### config.mk
export PLATFORM = sky130hd
export DESIGN_NAME = gcr_seg
export DESIGN_NICKNAME = d
export VERILOG_FILES = /design/src/rtl/gcr_pkg.sv /design/src/rtl/gcr_seg.sv
export SDC_FILE = /design/constraint.sdc
export NUM_CORES = 2
export LEC_CHECK = 0
export BUFFER_PORTS_ARGS = -buffer_cell sky130_fd_sc_hd__buf_2
export CAP_MARGIN = 25
export CORE_UTILIZATION = 56
export DETAILED_ROUTE_END_ITERATION = 12
export PLACE_DENSITY = 0.72
export SYNTH_ARGS = -nofsm -noshare
export SYNTH_HDL_FRONTEND = slang
export SYNTH_SLANG_ARGS = --single-unit
### constraint.sdc
create_clock -name clk -period 15.1 [get_ports clk]
set_input_delay 2.265 -clock clk [delete_from_list [all_inputs] [get_ports clk]]
set_output_delay 2.265 -clock clk [all_outputs]
set_load 0.01 [all_outputs]
### src/rtl/gcr_pkg.sv
`default_nettype none
// ----------------------------------------------------------------------------
// gcr_pkg
// Shared types and constants for the glyph column reveal mask.
// ----------------------------------------------------------------------------
package gcr_pkg;

    localparam int GCR_MAX_WIDTH       = 256;
    localparam int GCR_MAX_HEIGHT      = 256;
    localparam int GCR_ALPHA_THRESHOLD = 8;

    // Q10 reveal value at or above which every group stays visible
    localparam logic [10:0] REVEAL_SHOW_ALL = 11'd1023;

    // request function codes
    typedef enum logic [1:0] {
        FN_CLEAR  = 2'd0,
        FN_WRITE  = 2'd1,
        FN_FINISH = 2'd2,
        FN_READ   = 2'd3
    } func_t;

    // configuration register indexes
    localparam logic [1:0] CFG_IMAGE_WIDTH     = 2'd0;
    localparam logic [1:0] CFG_IMAGE_HEIGHT    = 2'd1;
    localparam logic [1:0] CFG_REVEAL_FRACTION = 2'd2;

    typedef enum logic [1:0] {
        ST_IDLE,
        ST_READ,
        ST_WALK,
        ST_CALC
    } state_t;

    // controls from the top level sequencer to the segmentation unit
    typedef struct packed {
        logic clear;       // clear all column marks
        logic mark;        // set mark of the addressed column
        logic walk_start;  // reset run counters before a column walk
        logic walk;        // one column processed this cycle
        logic calc;        // latch run count and visible count
        logic rd_en;       // read run number of the addressed column
    } seg_ctrl_t;

endpackage : gcr_pkg
`default_nettype wire

### src/rtl/gcr_seg.sv
`default_nettype none
// ----------------------------------------------------------------------------
// gcr_seg
// Column marks, left-to-right run walk into the run table memory, run and
// visible counts, and the per-column hide decision for reads.
// ----------------------------------------------------------------------------
module gcr_seg
    import gcr_pkg::*;
#(
    parameter int MAX_WIDTH = GCR_MAX_WIDTH
)
(
    input  wire logic       clk,
    input  wire logic       rst_n,
    input  wire seg_ctrl_t  ctrl,
    input  wire logic [7:0] col,            // column for mark and read
    input  wire logic [8:0] image_width,
    input  wire logic [10:0] reveal_fraction,
    output logic            walk_last,
    output logic            hide_col,       // valid the cycle after rd_en
    output logic [7:0]      run_total,
    output logic [7:0]      run_shown,
    output logic            changed
);

    localparam int XW = $clog2(MAX_WIDTH);
    localparam int CW = $clog2(MAX_WIDTH + 1);
    localparam int PW = CW + 10;

    logic [MAX_WIDTH-1:0] marks_reg;
    logic [XW-1:0]        walk_x_reg;
    logic                 in_run_reg;
    logic [CW-1:0]        count_reg;
    logic [CW-1:0]        count_next;
    logic [CW-1:0]        run_reg;
    logic [CW-1:0]        shown_reg;
    logic [CW-1:0]        shown_next;
    logic [PW-1:0]        prod;
    logic                 col_hit;
    logic [CW-1:0]        idx;
    logic [CW:0]          run_mem [MAX_WIDTH];   // {valid, run number}
    logic [CW:0]          rd_run_reg;
    logic [XW-1:0]        col_x;

    assign col_x = XW'(col);

    // column belongs to a run if in use and marked
    assign col_hit   = (32'(walk_x_reg) < 32'(image_width)) && marks_reg[walk_x_reg];
    assign idx       = in_run_reg ? (count_reg - 1'b1) : count_reg;
    assign count_next = (col_hit && !in_run_reg) ? (count_reg + 1'b1) : count_reg;
    assign walk_last = (walk_x_reg == XW'(MAX_WIDTH - 1));

    assign prod = PW'(count_reg) * PW'(reveal_fraction[9:0]);
    assign shown_next = (reveal_fraction >= REVEAL_SHOW_ALL) ? count_reg : CW'(prod >> 10);

    always_ff @(posedge clk or negedge rst_n)
    begin
        if (!rst_n)
        begin
            marks_reg  <= '0;
            walk_x_reg <= '0;
            in_run_reg <= 1'b0;
            count_reg  <= '0;
            run_reg    <= '0;
            shown_reg  <= '0;
        end
        else
        begin
            if (ctrl.clear)
            begin
                marks_reg <= '0;
            end
            else if (ctrl.mark)
            begin
                marks_reg[col_x] <= 1'b1;
            end

            if (ctrl.walk_start)
            begin
                walk_x_reg <= '0;
                in_run_reg <= 1'b0;
                count_reg  <= '0;
            end
            else if (ctrl.walk)
            begin
                walk_x_reg <= walk_x_reg + 1'b1;
                in_run_reg <= col_hit;
                count_reg  <= count_next;
            end

            if (ctrl.calc)
            begin
                run_reg   <= count_reg;
                shown_reg <= shown_next;
            end
        end
    end

    // run table: written once per column during the walk, read for pixel reads
    always_ff @(posedge clk)
    begin
        if (ctrl.walk)
        begin
            run_mem[walk_x_reg] <= {col_hit, idx};
        end
        if (ctrl.rd_en)
        begin
            rd_run_reg <= run_mem[col_x];
        end
    end

    assign changed   = (shown_reg < run_reg);
    // every numbered run is below run_reg, so nothing hides unless changed
    assign hide_col  = changed && rd_run_reg[CW] && (rd_run_reg[CW-1:0] >= shown_reg);
    assign run_total = 8'(run_reg);
    assign run_shown = 8'(shown_reg);

endmodule : gcr_seg
`default_nettype wire

==> impl_metrics.json <==
{
  "status": "finished, final reports clean",
  "ir_drop_mv": 0.1413,
  "grt_pass1_vias": 59010,
  "cts_resized": 0,
  "dr.pass1.iters": 8,
  "io_buffers": 54,
  "cp_cell_sequence": "buf_8 -> buf_12 -> buf_4 -> buf_4 -> mux4_2 -> mux4_2 -> mux4_2 -> mux2_2 -> nand2_1 -> nand4_1",
  "core_sq_um": 204400,
  "syn_inst": 5754,
  "crit_top_cell": "mux4_2",
  "wirelength_um": 286700,
  "dieArea_sq_um": 207400,
  "crit_fanout": 98,
  "clock_skew_ns": 0.06228,
  "grt_pass1_wl_um": 414900,
  "slew_headroom_pct": 18.25,
  "cts.sinks": 2862,
  "critPathArrivalTime_ns": 7.14,
  "slowest_delay_ns": 0.66,
  "finalPower_mw": 16.51,
  "post_drt_via_cell_ratio": 6.601,
  "drive_gt1_share_pct": 26.84,
  "power.density_nw_per_um2": 127.7,
  "synth_edf_count": 2570,
  "cts_tree": "done",
  "min_period_ns": 6.494,
  "std_cell_rows": 166,
  "syn_to_final_growth_pct": 12.27,
  "numCtsBuffers": 299,
  "hold_path_class": "reg2reg",
  "largest_reg_flops": 2560,
  "setup_tns_ns": 0,
  "yosysMostFrequentCell": "edfxtp_1",
  "drc": 0,
  "synthFlopType": "edfxtp_1",
  "fmax_ghz": 0.1540,
  "cts_setup_buffers": 0,
  "cpLargestDelayFamily": "buffers and inverters",
  "synth_top_cell_by_area": "edfxtp_1",
  "initial_core_util_pct": 56.33,
  "die_y_um": 455.4,
  "antenna_found_initial": 9,
  "yosysUniqueCellTypes": 59,
  "top_level_ports": 55,
  "die_w_um": 455.4,
  "fin_crit_sh_pct": 43.01,
  "worst-path-buf-inv": 4,
  "startpoint_type": "primary input",
  "htreeDepth": 5,
  "ys_async_sr_fraction_pct": 10.20,
  "max_cap_violations": 0,
  "synth.area.top_cells": "edfxtp_1 (67%), mux4_2 (17%), dfrtp_1 (6.3%)",
  "synth_area_sq_um": 115100,
  "worstSetupPathType": "in2reg",
  "gp_congestion": 0.8541,
  "leakage_nw": 43.42,
  "cp-end-kind": "flip-flop",
  "grt_start_max_net_pins": 205,
  "worstMarginPinSlew_ns": 1.226,
  "synth_commonest_cells": "edfxtp_1 (2570), mux4_2 (845), nor2_1 (583)",
  "dpl.hpwl_um": 169400,
  "clkLatencyLatePin_ns": 0.96,
  "synth-seq-cells": 2862,
  "clockRootBuffer": "clkbuf_16",
  "rrSetupSlack_ns": 9.23,
  "setup_viol": 0,
  "yosysSeqAreaShare_pct": 73.38,
  "num_vias": 59100,
  "slowest_stage": "buf_12",
  "drt_iter0_drc": 8270,
  "synth_nets": 5911,
  "clkTransAtPathRegs_ns": 0.06,
  "grt-ovfl-total": 0,
  "postCtsHoldBufs": 0,
  "yosys_warnings": 0,
  "grtUsageTotal_pct": 27.78,
  "synth_top_area_share_pct": 67.03,
  "ant_nets": 0,
  "synth.avg_cell_area_sq_um": 20.01,
  "hold_viol": 0,
  "grt_setup_unrepaired": "no",
  "post_drt_wl_per_cell_um": 32.03,
  "maxSlewViolCount": 0,
  "cp.required_ns": 15.75,
  "clockBufferDepth": 4,
  "final_nets": 6213
}
cell type report:
type	instances	area [sq um]
diodes	5	12.51
clock buffers	376	7951
clock inverters	129	1049
fillers	13480	75110
inverters	95	364.1
multi-input cells	2416	28820
flip-flops and latches	2862	84490
well taps	2688	3363
repair buffers	382	3218
report_power, final:
| group | switching [mW] | internal [mW] |
|---|---|---|
| registers | 0.0140 | 8.72 |
| logic | 0.569 | 0.304 |
| clock network | 2.90 | 4.00 |
path summary, 6_finish.rpt:
check	to	depth (start not counted)	from
hold / removal	marks_reg[89]$_DFFE_PN0P_	2	marks_reg[89]$_DFFE_PN0P_
setup reg to reg	run_mem[107][9]$_DFFE_PP_	12	walk_x_reg[0]$_DFFE_PN0P_
max in group asynchronous	marks_reg[94]$_DFFE_PN0P_	3	rst_n
min in group asynchronous	run_reg[4]$_DFFE_PN0P_	1	rst_n
setup / recovery	rd_run_reg[4]$_DFFE_PP_	10	col[0]
hold reg to reg	marks_reg[89]$_DFFE_PN0P_	2	marks_reg[89]$_DFFE_PN0P_
metal layers:
metal | routed length [um] | share of wire (%) | track usage (%) | vias to the layer above
li1 | - | - | - | 23740
met1 | 108200 | 38 | 38.55 | 31400
met2 | 140400 | 49 | 44.42 | 3427
met3 | 28120 | 9.8 | 5.811 | 529
met4 | 10010 | 3.5 | 9.492 | 4
met5 | 27 | 0.0094 | 0 | -
placed cells by master (no fill, tap or decap), types with 16 or more instances in the layout:
cell and instances:
buf_6 39, nand2_1 114, dfrtp_1 290, a21oi_1 291, buf_4 270, nand3_2 16, clkinv_2 50, o21ai_0 24
buf_2 49, and2_1 59, a22oi_1 64, nand3_1 30, nor2b_1 19, nor2_1 570, nor3_1 16, inv_1 94
nand2b_1 16, clkinv_1 52, mux2i_1 64, ha_1 65, clkbuf_16 304, mux4_2 845, fa_1 56, clkbuf_1 64
edfxtp_1 2570, bufinv_16 17
per-stage QoR:
step / utilization [%] / setup WS, ns / instances / hold slack [ns] / instance area (sq um)
floorplan: - / 5.094 / 5754 / 0.4543 / 115100
global placement: 58.29 / 7.516 / 8341 / 0.4680 / 119100
detailed placement: 58.60 / 7.517 / 8401 / 0.4751 / 119800
CTS: 63.00 / 8.494 / 8906 / 0.4895 / 128800
global route: 63.24 / 8.219 / 8950 / 0.5067 / 129300
finish: 63.25 / 8.606 / 8953 / 0.4813 / 129300
logic make-up (layout without fill, tap and decap cells):
group | after synthesis | after routing | synth area share [%]
flops | 2862 | 2862 | 73.38
mux | 924 | 924 | 17.35
compound gates | 444 | 444 | 2.246
fa+ha+maj | 121 | 121 | 1.680
xor+xnor | 29 | 29 | 0.2206
other cells | 0 | 5 | 0
buf+inv | 476 | 982 | 1.826
simple gates | 898 | 898 | 3.301
worst register-to-register path, stage by stage, from the launching register on:
cell	delay [ns]
dfrtp_4	0.80
buf_4	0.63
buf_4	0.71
mux4_2	0.62
mux2i_1	0.28
a21oi_1	0.12
a311oi_1	0.99
nand2_1	0.14
mux2i_1	0.16
or2_2	0.19
inv_8	0.21
buf_4	0.36
buf_16	0.23
Note: power is estimated with default switching activity, not from simulation.
